## config.mk

```make
export PLATFORM = sky130hd
export DESIGN_NAME = adler32_checksum
export DESIGN_NICKNAME = d
export VERILOG_FILES = /design/src/adler_pkg.sv /design/src/adler_prep.sv /design/src/adler_accum.sv /design/src/adler32_checksum.sv
export SDC_FILE = /design/constraint.sdc
export NUM_CORES = 2
export LEC_CHECK = 0
export ABC_AREA = 1
export BUFFER_PORTS_ARGS = -buffer_cell sky130_fd_sc_hd__clkbuf_2
export CAP_MARGIN = 0
export CORE_MARGIN = 5
export CORE_UTILIZATION = 62
export CTS_BUF_LIST = sky130_fd_sc_hd__clkbuf_16
export DETAILED_ROUTE_END_ITERATION = 12
export GPL_TIMING_DRIVEN = 0
export PLACE_DENSITY = 0.91
export SKIP_LAST_GASP = 1
export SYNTH_ARGS = -nofsm -noshare
export SYNTH_HDL_FRONTEND = slang
export SYNTH_SLANG_ARGS = --single-unit
```

## constraint.sdc

```tcl
create_clock -name clk -period 12.4 [get_ports clk]
set_input_delay 1.86 -clock clk [delete_from_list [all_inputs] [get_ports clk]]
set_output_delay 1.86 -clock clk [all_outputs]
set_load 0.02 [all_outputs]
```

## src/adler_pkg.sv

```systemverilog
package adler_pkg;

  // Stream bytes carried by one input beat, and the size of each half word.
  localparam int BYTES_PER_ITEM = 16;
  localparam int HALF_BYTES     = BYTES_PER_ITEM / 2;

  // Adler-32 modulus, and the remainder of 2^16 modulo it (65536 - 65521).
  localparam logic [16:0] ADLER_MOD = 17'd65521;
  localparam logic [4:0]  FOLD      = 5'd15;

  // Per-beat byte sums handed from the prep pipeline to the accumulator.
  // byte_sum is the plain sum of the valid bytes; weight_sum is the sum of
  // each byte times the number of valid bytes from it to the end of the beat.
  typedef struct packed {
    logic [11:0] byte_sum;
    logic [15:0] weight_sum;
    logic [4:0]  count;
    logic        first;
    logic        last;
  } prep_beat_t;

  // Reduce a value below twice the modulus with one compare and subtract.
  function automatic logic [15:0] mod_reduce(input logic [16:0] value);
    logic [16:0] diff;
    begin
      diff = value - ADLER_MOD;
      mod_reduce = (value >= ADLER_MOD) ? diff[15:0] : value[15:0];
    end
  endfunction

endpackage

```

## src/adler_prep.sv

```systemverilog
module adler_prep (
  input  logic                    clk,
  input  logic                    rst,
  input  logic [63:0]             bytes_low,
  input  logic [63:0]             bytes_high,
  input  logic [4:0]              valid_count,
  input  logic                    first,
  input  logic                    last,
  input  logic                    item_valid,
  output logic                    item_stall,
  output adler_pkg::prep_beat_t   beat,
  output logic                    beat_valid,
  input  logic                    beat_take
);

  // Input register.
  logic         s0_valid;
  logic [127:0] s0_bytes;
  logic [4:0]   s0_count;
  logic         s0_first;
  logic         s0_last;

  // Half-beat sums register.
  logic         s1_valid;
  logic [10:0]  s1_sum_a;
  logic [10:0]  s1_sum_b;
  logic [14:0]  s1_wsum_a;
  logic [14:0]  s1_wsum_b;
  logic [4:0]   s1_count;
  logic         s1_first;
  logic         s1_last;

  logic [4:0]   count_sat;
  logic [10:0]  sum_a;
  logic [10:0]  sum_b;
  logic [14:0]  wsum_a;
  logic [14:0]  wsum_b;
  logic [11:0]  byte_sum;
  logic [15:0]  weight_total;
  logic [16:0]  scaled;
  logic [16:0]  weight_diff;
  logic         free0;
  logic         free1;
  logic         free2;

  // Each stage moves on when the stage after it is empty or moving.
  assign free2      = !beat_valid || beat_take;
  assign free1      = !s1_valid || free2;
  assign free0      = !s0_valid || free1;
  assign item_stall = !free0;

  // Counts above the beat width are clamped.
  assign count_sat = (valid_count > 5'(adler_pkg::BYTES_PER_ITEM)) ?
                     5'(adler_pkg::BYTES_PER_ITEM) : valid_count;

  // Masked byte sums and position-weighted sums, one half of the beat each.
  always_comb begin
    logic [7:0] byte_a;
    logic [7:0] byte_b;
    sum_a  = '0;
    sum_b  = '0;
    wsum_a = '0;
    wsum_b = '0;
    for (int i = 0; i < adler_pkg::HALF_BYTES; i++) begin
      byte_a = (5'(i) < s0_count) ? s0_bytes[8*i +: 8] : 8'd0;
      byte_b = (5'(i + adler_pkg::HALF_BYTES) < s0_count) ?
               s0_bytes[8*(i + adler_pkg::HALF_BYTES) +: 8] : 8'd0;
      sum_a  = sum_a + 11'(byte_a);
      sum_b  = sum_b + 11'(byte_b);
      wsum_a = wsum_a + 15'(byte_a) * 15'(i);
      wsum_b = wsum_b + 15'(byte_b) * 15'(i + adler_pkg::HALF_BYTES);
    end
  end

  // Sum of (count - i) * byte_i equals count * sum(byte_i) - sum(i * byte_i).
  assign byte_sum     = 12'(s1_sum_a) + 12'(s1_sum_b);
  assign weight_total = 16'(s1_wsum_a) + 16'(s1_wsum_b);
  assign scaled       = 17'(s1_count) * 17'(byte_sum);
  assign weight_diff  = scaled - 17'(weight_total);

  // Valid bits of the three stages.
  always_ff @(posedge clk) begin
    if (rst) begin
      s0_valid   <= 1'b0;
      s1_valid   <= 1'b0;
      beat_valid <= 1'b0;
    end else begin
      if (free0) begin
        s0_valid <= item_valid;
      end
      if (free1) begin
        s1_valid <= s0_valid;
      end
      if (free2) begin
        beat_valid <= s1_valid;
      end
    end
  end

  // Stage payloads.
  always_ff @(posedge clk) begin
    if (free0) begin
      s0_bytes <= {bytes_high, bytes_low};
      s0_count <= count_sat;
      s0_first <= first;
      s0_last  <= last;
    end
    if (free1) begin
      s1_sum_a  <= sum_a;
      s1_sum_b  <= sum_b;
      s1_wsum_a <= wsum_a;
      s1_wsum_b <= wsum_b;
      s1_count  <= s0_count;
      s1_first  <= s0_first;
      s1_last   <= s0_last;
    end
    if (free2) begin
      beat.byte_sum   <= byte_sum;
      beat.weight_sum <= weight_diff[15:0];
      beat.count      <= s1_count;
      beat.first      <= s1_first;
      beat.last       <= s1_last;
    end
  end

endmodule

```

## src/adler_accum.sv

```systemverilog
module adler_accum (
  input  logic                    clk,
  input  logic                    rst,
  input  adler_pkg::prep_beat_t   beat,
  input  logic                    beat_valid,
  output logic                    beat_take,
  input  logic [15:0]             start_low,
  input  logic [15:0]             start_high,
  output logic [31:0]             checksum,
  output logic                    result_valid,
  input  logic                    result_stall
);

  logic [15:0] low_sum;
  logic [15:0] high_sum;
  logic [15:0] low_base;
  logic [15:0] high_base;
  logic [16:0] low_raw;
  logic [15:0] low_sum_next;
  logic [20:0] scaled;
  logic [20:0] high_raw;
  logic [16:0] folded;
  logic [15:0] high_sum_next;
  logic        out_free;

  // A beat that ends a message waits until the result register can take it.
  assign out_free  = !result_valid || !result_stall;
  assign beat_take = beat_valid && (!beat.last || out_free);

  // Start of message reloads both sums from the configured value.
  assign low_base  = beat.first ? start_low  : low_sum;
  assign high_base = beat.first ? start_high : high_sum;

  // Low sum: one add of the beat's byte total, then one reduction.
  assign low_raw      = 17'(low_base) + 17'(beat.byte_sum);
  assign low_sum_next = adler_pkg::mod_reduce(low_raw);

  // High sum gains count * low_base plus the weighted byte sum. The upper
  // bits are folded back using 2^16 = 15 modulo 65521, then one reduction.
  assign scaled        = 21'(beat.count) * 21'(low_base);
  assign high_raw      = 21'(high_base) + scaled + 21'(beat.weight_sum);
  assign folded        = 17'(high_raw[15:0]) + 17'(high_raw[20:16]) * 17'(adler_pkg::FOLD);
  assign high_sum_next = adler_pkg::mod_reduce(folded);

  // Running sums and result valid.
  always_ff @(posedge clk) begin
    if (rst) begin
      low_sum      <= 16'd1;
      high_sum     <= 16'd0;
      result_valid <= 1'b0;
    end else begin
      if (beat_take) begin
        low_sum  <= low_sum_next;
        high_sum <= high_sum_next;
      end
      if (beat_take && beat.last) begin
        result_valid <= 1'b1;
      end else if (!result_stall) begin
        result_valid <= 1'b0;
      end
    end
  end

  // Result payload.
  always_ff @(posedge clk) begin
    if (beat_take && beat.last) begin
      checksum <= {high_sum_next, low_sum_next};
    end
  end

endmodule

```

## src/adler32_checksum.sv

```systemverilog
// Channel  | Handshake                  | Payload
// ---------+----------------------------+----------------------------------------
// item     | item_valid / item_stall    | bytes_low, bytes_high, valid_count,
//          |                            | first, last
// result   | result_valid / result_stall| checksum
// cfg      | cfg_valid / cfg_ready      | start_value
//
// One beat of up to 16 bytes is accepted every cycle while item_stall is low;
// a last beat's checksum is registered after the s0, s1 and beat registers.
// Three prep stages form the byte sums; the accumulator closes the 16-bit
// sum loop with no register inside it, which sets the one-beat-per-cycle rate.
// Synchronous reset loads start value 1 and the sums 1 and 0.
// A stalled result holds only beats that end a message; other beats keep
// flowing behind it until one more last beat reaches the accumulator.
module adler32_checksum (
  input  logic        clk,
  input  logic        rst,
  input  logic        item_valid,
  output logic        item_stall,
  input  logic [63:0] bytes_low,
  input  logic [63:0] bytes_high,
  input  logic [4:0]  valid_count,
  input  logic        first,
  input  logic        last,
  output logic        result_valid,
  input  logic        result_stall,
  output logic [31:0] checksum,
  input  logic        cfg_valid,
  output logic        cfg_ready,
  input  logic [31:0] start_value
);

  logic [15:0]           start_low;
  logic [15:0]           start_high;
  adler_pkg::prep_beat_t beat;
  logic                  beat_valid;
  logic                  beat_take;

  // Configuration is always taken; both halves are stored already reduced.
  assign cfg_ready = 1'b1;

  always_ff @(posedge clk) begin
    if (rst) begin
      start_low  <= 16'd1;
      start_high <= 16'd0;
    end else if (cfg_valid) begin
      start_low  <= adler_pkg::mod_reduce({1'b0, start_value[15:0]});
      start_high <= adler_pkg::mod_reduce({1'b0, start_value[31:16]});
    end
  end

  // Byte sum pipeline.
  adler_prep u_prep (
    .clk         (clk),
    .rst         (rst),
    .bytes_low   (bytes_low),
    .bytes_high  (bytes_high),
    .valid_count (valid_count),
    .first       (first),
    .last        (last),
    .item_valid  (item_valid),
    .item_stall  (item_stall),
    .beat        (beat),
    .beat_valid  (beat_valid),
    .beat_take   (beat_take)
  );

  // Running sums and result register.
  adler_accum u_accum (
    .clk          (clk),
    .rst          (rst),
    .beat         (beat),
    .beat_valid   (beat_valid),
    .beat_take    (beat_take),
    .start_low    (start_low),
    .start_high   (start_high),
    .checksum     (checksum),
    .result_valid (result_valid),
    .result_stall (result_stall)
  );

endmodule

```

==> metrics.log <==
INFO  metric outcome = finished, final reports clean
INFO  metric holdWs = 0.424 ns
INFO  metric detail_route.first_pass.iterations = 5
INFO  metric synth-compound-area-share = 5.59%
INFO  metric placement.cell_area = 34000 um2
INFO  metric area_enclosed_by_the_die_boundary = 56300 um2
INFO  metric grt_util_all_layers = 27.4%
INFO  metric finalHoldViolations = 0
INFO  metric worst_slack = 2.02 ns
INFO  metric cts_max_path_buffers = 3
INFO  metric synth_enable_flop_cells = 260
INFO  metric fraction_of_synthesized_cell_area_in_xor_and_xnor_cells = 4.19%
INFO  metric drt_drc_violations_left = 0
INFO  metric post_synth_and_or_nand_nor_area_fraction = 13.8%
INFO  metric async_s_r_ff_share_synth = 0%
INFO  metric htreeDepth = 2
INFO  metric design.core.area = 51300 um2
INFO  metric synth_top_family_by_area = adder cells
INFO  metric cts_inserted_buffers = 37
INFO  metric slew_headroom = 18.6%
INFO  metric synth_nets = 4336
INFO  metric crit_arrival = 10.84 ns
INFO  metric grt_pass1_wl = 124000 um
INFO  metric drt.antenna.violating_nets = 0
INFO  metric initial_utilization = 62.5%
INFO  metric synthesis.area_per_instance = 9.23 um2
INFO  metric grt_pass1_vias = 25500
INFO  metric areaGrowthSynthToFinish = 9.82%
INFO  metric fraction_of_final_layout_cells_sized_beyond_drive_strength_1 = 9.72%
INFO  metric grt_max_degree = 112
INFO  metric yosys-mux-area-fraction = 0.0937%
INFO  metric rsz0062_at_grt = false
INFO  metric antenna_violations_before_repair = 0
INFO  metric worstHoldPathType = register to register
INFO  metric number_of_slew_limit_violations_in_the_final_report = 0
INFO  metric seq_area_frac_synth = 28.6%
INFO  metric startpoint_class = register
INFO  metric place.detailed.hpwl = 63200 um
INFO  metric critical_path.slowest_cell = sky130_fd_sc_hd__fa_1
INFO  metric nNetsFinal = 4582
INFO  metric place.gp.congestion = 0.953
INFO  metric io_pins = 207
INFO  metric fin_area = 35200 um2
INFO  metric crit_path_category = register to register
INFO  metric tritoncts_clock_tree = done
INFO  metric critPathMaxFanout = 10
INFO  metric regToRegSetupSlack = 2.02 ns
INFO  metric detailedPlace.worstSlack = 2.15 ns
INFO  metric clkTransAtPathRegs = 0.06 ns
INFO  metric drt-vias-per-instance = 5.41
INFO  metric drv.max_cap_violation_count = 0
INFO  metric tightestPinTransition = 1.22 ns
INFO  metric maxClockFrequency = 0.0964 GHz
INFO  metric period_needed = 10.38 ns
INFO  metric totalNegativeSetupSlack = 0 ns
INFO  metric timing.critical_path.mode_cell = sky130_fd_sc_hd__nand2_1
INFO  metric drt-wirelength-per-cell = 17.3 um
INFO  metric drt-initial-drc-count = 1852
INFO  metric fin_crit_sh = 83.7%
INFO  metric synth-seq-cells = 328
INFO  metric synth-main-ff-cell = sky130_fd_sc_hd__edfxtp_1
INFO  metric syn-cell-area = 32000 um2
INFO  metric cts.repair.resized = 0
INFO  metric required_time_at_the_worst_slack_endpoint = 12.87 ns
INFO  metric finalWirelength = 76700 um
INFO  metric die-height = 237 um
INFO  metric yosys.cell_types.count = 54
INFO  metric placement_rows = 83
INFO  metric synth.yosys.warnings = 0
INFO  metric nFillCells = 3606
INFO  metric numPortBuffers = 204
INFO  metric postCtsSetupRepairBufs = 0
INFO  metric clkLatencyLatePin = 0.59 ns
INFO  metric synth_fa_ha_area_share = 36.4%
INFO  metric n_antenna_cell = 0
INFO  metric via_count = 24000
INFO  metric timing.clock.skew = 0.0301 ns
INFO  metric setup_viol = 0
INFO  metric setup.worst_path.end_class = register
INFO  metric global_route.overflow_total = 0
INFO  metric root_buffer_selected_by_cts = sky130_fd_sc_hd__clkbuf_16
INFO  metric numClockSinks = 328
INFO  metric max_stage_delay = 0.57 ns
INFO  metric ctsHoldBuffers = 0
INFO  metric die_x = 237 um
INFO  metric netlist_instances = 3471
[sequential cells by signal, indices dropped and copies added, names as in the netlist]
signal,count
start_high,16
start_low,16
u_accum.checksum,32
u_accum.high_sum,16
u_accum.low_sum,16
u_accum.result_valid,1
u_prep.beat,35
u_prep.beat_valid,1
u_prep.s0_bytes,128
u_prep.s0_count,5
u_prep.s0_first,1
u_prep.s0_last,1
u_prep.s0_valid,1
u_prep.s1_count,5
u_prep.s1_first,1
u_prep.s1_last,1
u_prep.s1_sum_a,11
u_prep.s1_sum_b,11
u_prep.s1_valid,1
u_prep.s1_wsum_a,14
u_prep.s1_wsum_b,15
[worst paths after layout]
path | from | to | depth (start not counted)
setup / recovery | u_prep.beat[1]$_DFFE_PP_ | u_accum.high_sum[3]$_SDFFE_PP0P_ | 48
hold / removal | u_prep.s0_first$_DFFE_PN_ | u_prep.s1_first$_DFFE_PP_ | 0
setup reg to reg | u_prep.beat[1]$_DFFE_PP_ | u_accum.high_sum[3]$_SDFFE_PP0P_ | 48
hold reg to reg | u_prep.s0_first$_DFFE_PN_ | u_prep.s1_first$_DFFE_PP_ | 0
[area by class of cell]
cell class | count | area, um2 | share of cell area (%)
inverter | 913 | 3430 | 9.75
tap | 680 | 851 | 2.42
timing repair buffer | 207 | 1090 | 3.09
sequential | 328 | 9170 | 26.1
buffer | 41 | 190 | 0.540
clock inverter | 30 | 251 | 0.715
clock buffer | 38 | 951 | 2.70
multi-input combinational | 2189 | 19300 | 54.7
[cells by family (layout without fill, tap and decap cells)]
| family | Yosys count | in the layout |
|---|---|---|
| buf+inv | 954 | 1229 |
| xor+xnor | 150 | 150 |
| flops | 328 | 328 |
| fa+ha+maj | 693 | 693 |
| simple gates | 1017 | 1017 |
| mux | 3 | 3 |
| other cells | 1 | 1 |
| compound gates | 325 | 325 |
[per-layer routing]
metal  vias up  global-route usage [%]  part of all wire, %
met1     11400                    33.0                   37
li1      11200                       -                    -
met3       293                    4.18                  6.6
met2      1074                    47.8                   50
met5         -                       0                    0
met4         0                    14.5                  6.0
[synthesized netlist by cell type, types with 3 or more instances]
| cell type | n | area share, % |
|---|---|---|
| sky130_fd_sc_hd__a211oi_1 | 9 | 0.21 |
| sky130_fd_sc_hd__a21o_1 | 11 | 0.26 |
| sky130_fd_sc_hd__a21oi_1 | 179 | 2.8 |
| sky130_fd_sc_hd__a31oi_1 | 7 | 0.14 |
| sky130_fd_sc_hd__and2_1 | 3 | 0.059 |
| sky130_fd_sc_hd__buf_2 | 4 | 0.062 |
| sky130_fd_sc_hd__clkbuf_1 | 31 | 0.36 |
| sky130_fd_sc_hd__clkinv_1 | 4 | 0.047 |
| sky130_fd_sc_hd__dfxtp_1 | 68 | 4.2 |
| sky130_fd_sc_hd__edfxtp_1 | 260 | 24 |
| sky130_fd_sc_hd__fa_1 | 399 | 25 |
| sky130_fd_sc_hd__ha_1 | 294 | 11 |
| sky130_fd_sc_hd__inv_1 | 899 | 11 |
| sky130_fd_sc_hd__inv_2 | 10 | 0.12 |
| sky130_fd_sc_hd__mux2i_1 | 3 | 0.094 |
| sky130_fd_sc_hd__nand2_1 | 565 | 6.6 |
| sky130_fd_sc_hd__nand2_2 | 25 | 0.49 |
| sky130_fd_sc_hd__nand2_4 | 10 | 0.35 |
| sky130_fd_sc_hd__nand3_1 | 111 | 1.7 |
| sky130_fd_sc_hd__nand3_2 | 12 | 0.37 |
| sky130_fd_sc_hd__nand4_1 | 41 | 0.80 |
| sky130_fd_sc_hd__nor2_1 | 212 | 2.5 |
| sky130_fd_sc_hd__nor2_2 | 9 | 0.18 |
| sky130_fd_sc_hd__nor3_1 | 11 | 0.17 |
| sky130_fd_sc_hd__nor4_1 | 3 | 0.059 |
| sky130_fd_sc_hd__o211ai_1 | 4 | 0.094 |
| sky130_fd_sc_hd__o21a_1 | 3 | 0.070 |
| sky130_fd_sc_hd__o21ai_0 | 72 | 1.1 |
| sky130_fd_sc_hd__o21ai_1 | 9 | 0.14 |
| sky130_fd_sc_hd__o21bai_1 | 18 | 0.42 |
| sky130_fd_sc_hd__o31ai_1 | 3 | 0.070 |
| sky130_fd_sc_hd__or2_2 | 7 | 0.14 |
| sky130_fd_sc_hd__xnor2_1 | 43 | 1.2 |
| sky130_fd_sc_hd__xor2_1 | 103 | 2.8 |
| sky130_fd_sc_hd__xor2_2 | 3 | 0.15 |
[cell usage in the layout (no fill, tap or decap), types with 18 or more instances in the layout]
cell type,netlist,final
sky130_fd_sc_hd__edfxtp_1,260,260
sky130_fd_sc_hd__ha_1,294,294
sky130_fd_sc_hd__fa_1,399,399
sky130_fd_sc_hd__o21bai_1,18,18
sky130_fd_sc_hd__xnor2_1,43,43
sky130_fd_sc_hd__o21ai_0,72,72
sky130_fd_sc_hd__inv_1,899,901
sky130_fd_sc_hd__nand2_1,565,565
sky130_fd_sc_hd__nor2_1,212,212
sky130_fd_sc_hd__nand3_1,111,111
sky130_fd_sc_hd__dfxtp_1,68,68
sky130_fd_sc_hd__clkbuf_16,0,38
sky130_fd_sc_hd__clkbuf_1,31,31
sky130_fd_sc_hd__a21oi_1,179,179
sky130_fd_sc_hd__clkbuf_2,0,204
sky130_fd_sc_hd__nand4_1,41,41
sky130_fd_sc_hd__xor2_1,103,103
sky130_fd_sc_hd__nand2_2,25,25
[metrics by stage]
stage | utilization [%] | instances
after floorplan | - | 3471
after global placement | 66.1 | 4355
after detailed placement | 66.2 | 4357
after CTS | 68.6 | 4425
after global routing | 68.6 | 4426
final | 68.6 | 4426
[worst max-delay path, delay by kind of cell, from the launching register on]
family,cells,cell delay [ns]
XOR/XNOR,1,0.50
flip-flops,1,0.53
AO/OA/AOI/OAI,4,1.04
AND/OR/NAND/NOR,21,2.39
adder cells (fa/ha/maj),9,4.24
buffers and inverters,13,1.55
Power is left out: the tool's default activity adds up to more than one toggle a clock period on the data nets, which glitch-free logic cannot reach.
